==> config.mk <==
export PLATFORM = sky130hd
export DESIGN_NAME = lzwd_queue
export DESIGN_NICKNAME = d
export VERILOG_FILES = /design/src/lzwd_pkg.sv /design/src/lzwd_queue.sv
export SDC_FILE = /design/constraint.sdc
export NUM_CORES = 1
export LEC_CHECK = 0
export ABC_AREA = 1
export BUFFER_PORTS_ARGS = -buffer_cell sky130_fd_sc_hd__buf_2
export CAP_MARGIN = 30
export CORE_ASPECT_RATIO = 0.8
export CORE_MARGIN = 2
export CORE_UTILIZATION = 47
export DETAILED_ROUTE_END_ITERATION = 10
export PLACE_DENSITY_LB_ADDON = 0.1
export RECOVER_POWER = 25
export SETUP_SLACK_MARGIN = 0.15
export SLEW_MARGIN = 20
export SYNTH_ARGS = -nofsm -noshare
export SYNTH_HDL_FRONTEND = slang
export SYNTH_SLANG_ARGS = --single-unit
export TNS_END_PERCENT = 30
==> constraint.sdc <==
create_clock -name clock -period 8.85 [get_ports clock]
set_clock_uncertainty 0.1 [all_clocks]
set_input_delay 0.4425 -clock clock [delete_from_list [all_inputs] [get_ports clock]]
set_output_delay 0.4425 -clock clock [all_outputs]
set_load 0.03 [all_outputs]
==> src/lzwd_pkg.sv <==
// Shared types and constants for the windowed LZSS decoder.
// Used by the front parser, the step queue, the copy engine and the top level.
package lzwd_pkg;

   localparam int WIN_AW    = 12;
   localparam int WIN_DEPTH = 4096;
   localparam int MAX_OPS   = 4;

   localparam logic [31:0] MAGIC_WORD  = 32'h56781234;
   localparam logic [11:0] START_EXT   = 12'h111;
   localparam logic [11:0] START_PLAIN = 12'hFEE;
   localparam logic [7:0]  FILL_BYTE   = 8'h20;
   localparam logic [7:0]  GROUP_TAG   = 8'hFF;

   // Parse phases.
   localparam logic [2:0] PH_HEADER = 3'd0;
   localparam logic [2:0] PH_TAG    = 3'd1;
   localparam logic [2:0] PH_LIT    = 3'd2;
   localparam logic [2:0] PH_MA     = 3'd3;
   localparam logic [2:0] PH_MB     = 3'd4;
   localparam logic [2:0] PH_MC     = 3'd5;
   localparam logic [2:0] PH_GROUP  = 3'd6;

   // Stream status codes.
   localparam logic [1:0] ST_RUN      = 2'd0;
   localparam logic [1:0] ST_COUNT    = 2'd1;
   localparam logic [1:0] ST_CAPACITY = 2'd2;
   localparam logic [1:0] ST_ENDED    = 2'd3;

   // Copy operation kinds.
   localparam logic [1:0] OP_LIT   = 2'd0;
   localparam logic [1:0] OP_MATCH = 2'd1;
   localparam logic [1:0] OP_GROUP = 2'd2;

   typedef struct packed {
      logic [7:0] in_byte;
      logic       in_last;
   } req_type;

   typedef struct packed {
      logic [63:0] out_data;
      logic [3:0]  out_count;
      logic        out_last;
      logic [1:0]  run_status;
   } rsp_type;

   typedef struct packed {
      logic [1:0]  kind;
      logic [11:0] val;
      logic [8:0]  len;
   } op_type;

   // Everything the copy engine needs to carry out one input byte.
   typedef struct packed {
      op_type [MAX_OPS-1:0] ops;
      logic [2:0]           nops;
      logic [63:0]          grp;
      logic [1:0]           status;
      logic                 stop;
      logic                 last;
      logic                 set_start;
      logic [11:0]          start;
   } step_type;

endpackage

==> src/lzwd_queue.sv <==
// Two-entry queue of step records between the front parser and the copy engine.
// Uses lzwd_pkg.
module lzwd_queue (
   input  logic               clock,
   input  logic               reset,
   input  logic               push_valid,
   output logic               push_ready,
   input  lzwd_pkg::step_type push_data,
   output logic               pop_valid,
   input  logic               pop_ready,
   output lzwd_pkg::step_type pop_data
);
   import lzwd_pkg::*;

   step_type   mem_ff [2];
   logic       wp_ff, wp_in;
   logic       rp_ff, rp_in;
   logic [1:0] cnt_ff, cnt_in;
   logic       do_push, do_pop;

   assign push_ready = (cnt_ff != 2'd2);
   assign pop_valid  = (cnt_ff != 2'd0);
   assign pop_data   = mem_ff[rp_ff];
   assign do_push    = push_valid && push_ready;
   assign do_pop     = pop_valid && pop_ready;

   always_comb begin
      wp_in  = do_push ? ~wp_ff : wp_ff;
      rp_in  = do_pop ? ~rp_ff : rp_ff;
      cnt_in = cnt_ff + {1'b0, do_push} - {1'b0, do_pop};
   end

   always_ff @(posedge clock) begin
      if (reset) begin
         wp_ff  <= 1'b0;
         rp_ff  <= 1'b0;
         cnt_ff <= 2'd0;
      end else begin
         wp_ff  <= wp_in;
         rp_ff  <= rp_in;
         cnt_ff <= cnt_in;
      end
      if (do_push) begin
         mem_ff[wp_ff] <= push_data;
      end
   end

endmodule

==> impl_metrics.py <==
metrics = {
    "global_route": {
        "gr-max-usage-layer": "met2",
        "met1_usage_pct": 21.9,
        "gr-total-overflow": 0,
        "first_global_vias": 7006,
        "grt_use_met2_pct": 28.4,
        "antenna_found_initial": 6,
        "grt_max_degree": 75,
        "grt.total_usage_pct": 17.3,
        "grtUsageMet3_pct": 5.75,
        "grt_pass1_wl_um": 39900,
    },
    "clock_network": {
        "cts.clk_slew.worst_paths_ns": 0.06,
        "clock-sinks": 357,
        "cts_buffers": 37,
        "insertion_delay_ns": 0.50,
        "postCtsSetupBuffers": 0,
        "cts-resized-gates": 0,
        "cts_tree": "built",
        "postCtsHoldBufs": 38,
        "htree_levels": 2,
        "root_buffer": "clkbuf_16",
        "clock_path_buffers": 3,
    },
    "logic_synthesis": {
        "avgSynthCellArea_um2": 23.1,
        "synth_seq_area_share_pct": 78.9,
        "synth_cell_type_count": 12,
        "ys_ff_latch": 357,
        "syn_inst": 585,
        "synthesis.area_um2": 13500,
        "yosys_warnings": 0,
        "synthesis.nets": 767,
    },
    "timing": {
        "worstMarginPinSlew_ns": 0.940,
        "finalMaxSlewViolations": 0,
        "hold_viol": 0,
        "max_freq_mhz": 253,
        "rsz0062_at_grt": "no",
        "setup-tns-final_ns": 0,
        "setup_violations": 0,
        "slew_headroom_pct": 37.3,
        "post-route-period-util_pct": 44.6,
        "period_minus_slack_ns": 3.95,
    },
    "setup_path": {
        "cpPeakStageDelay_ns": 0.86,
        "path_buf_inv": 3,
        "r2r-start": "cnt_ff[0]",
        "crit_type": "reg2out",
        "arrival_ns": 3.40,
        "cp_slowest_cell": "dfxtp_4",
        "crit_chain": "buf_4 > buf_4 > mux2_2 > buf_2",
        "reg2reg_depth": 6,
        "start_kind": "flip-flop",
        "endpoint_kind": "primary output",
        "path_max_fanout": 50,
        "cp_num_cells": 4,
        "crit_family": "buffers and inverters",
        "cp.required_ns": 8.31,
        "cp_common_cell": "buf_4",
    },
    "final_layout": {
        "final_layout_size_suffix_gt1_share_pct": 53.5,
        "final_common_cell": "edfxtp_1",
        "nets": 1192,
        "area_growth_pct": 27.4,
        "final.fill_count": 2124,
        "final_cell_mix": "edfxtp_1, buf_2, mux2_4",
    },
    "worst_hold_path": {
        "hold_path_class": "in2reg",
        "whs_path_depth": 1,
        "hp-start": "push_data[98]",
    },
    "power": {
        "total_power_mw": 5.25,
        "peakVddDrop_mv": 0.213,
        "p_leak_nw": 6.67,
        "powerDensity_nw_per_um2": 304,
    },
    "detailed_routing": {
        "routed_via_density": 4.84,
        "routed_wl_um": 26900,
        "wl_per_cell_um": 19.1,
        "ant_nets": 0,
        "drtIter0Drc": 379,
        "drc_errors": 0,
        "dr_total_vias": 6820,
        "first_pass_iters": 4,
    },
    "floorplanning": {
        "start_util_pct": 47.8,
        "io_pins": 358,
        "coreArea_um2": 28300,
        "fp.dieH_um": 156,
        "rows": 55,
        "die_w_um": 194,
        "die_area_um2": 30200,
    },
    "placed_design": {
        "hpwl_um": 18300,
        "io_buffers": 357,
        "gp_congestion": 0.758,
    },
    "run": {
        "maxCapViolations": 0,
    },
    "outcome": {
        "run_status": "complete, no violations",
    },
}
Yosys cell counts, drive strengths merged:
| cell | n | area [um2] |
|---|---|---|
| nand2 | 8 | 30.0 |
| nand3 | 3 | 15.0 |
| dfxtp | 5 | 100 |
| ha | 2 | 25.0 |
| a21oi | 2 | 10.0 |
| mux2 | 176 | 2510 |
| inv | 8 | 30.0 |
| nor2 | 9 | 33.8 |
| buf | 20 | 206 |
| edfxtp | 352 | 10600 |
flip-flops by register name, summed over array words and instances, names as in the netlist, named ones only:
signal	flops
rp_ff	1
cnt_ff	2
mem_ff	352
wp_ff	1
final timing paths:
| path | to | slack (ns) |
|---|---|---|
| worst max-delay path | pop_data[4] | 4.90 |
| worst min register to register | rp_ff | 0.42 |
| worst min-delay path | mem_ff[1][98] | 0.03 |
| worst max register to register | mem_ff[0][50] | 6.01 |
cell families (layout without fill, tap and decap cells):
group | after synthesis | after routing | synth area share, %
AOI/OAI and AO/OA | 2 | 2 | 0.0740
DFF | 357 | 357 | 78.9
buffers and inverters | 28 | 480 | 1.75
and+or+nand+nor | 20 | 20 | 0.583
adders and majority gates | 2 | 2 | 0.185
muxes | 176 | 176 | 18.5
other | 0 | 2 | 0
final cells by class:
cell class / instances / area [um2] / area share, %
inverters: 8 / 35.0 / 0.203
diodes: 2 / 5.00 / 0.0290
clock buffers: 53 / 1070 / 6.20
repair buffers: 406 / 2250 / 13.1
multi-input cells: 200 / 2630 / 15.2
clock inverters: 13 / 111 / 0.646
well taps: 370 / 463 / 2.69
flip-flops and latches: 357 / 10700 / 61.9
through the flow:
step	area [um2]	hold WS (ns)	utilization, %	worst slack (ns)	instances
after floorplan	13500	0.367	-	2.92	585
after global placement	15600	0.388	55.3	5.39	1299
after detailed placement	15700	0.392	55.4	5.37	1300
after CTS	17200	0.000160	60.9	4.81	1404
after global routing	17200	0.000392	60.9	4.70	1408
final	17200	0.0258	61.0	4.90	1409
where the power goes:
part           switching [mW]  leakage (nW)  total [mW]  internal, mW
Sequential             0.0893          3.33        2.23          2.14
Clock                   0.590         0.579        1.49         0.896
Combinational           0.942          2.76        1.53         0.590
Total                    1.62          6.67        5.25          3.63
per-layer routing:
| metal | wire length, um | up-vias |
|---|---|---|
| li1 | - | 3173 |
| met1 | 11100 | 3324 |
| met2 | 12900 | 258 |
| met3 | 2140 | 57 |
| met4 | 660 | 8 |
| met5 | 55 | - |
No activity file was read; power rests on OpenSTA's default activity.
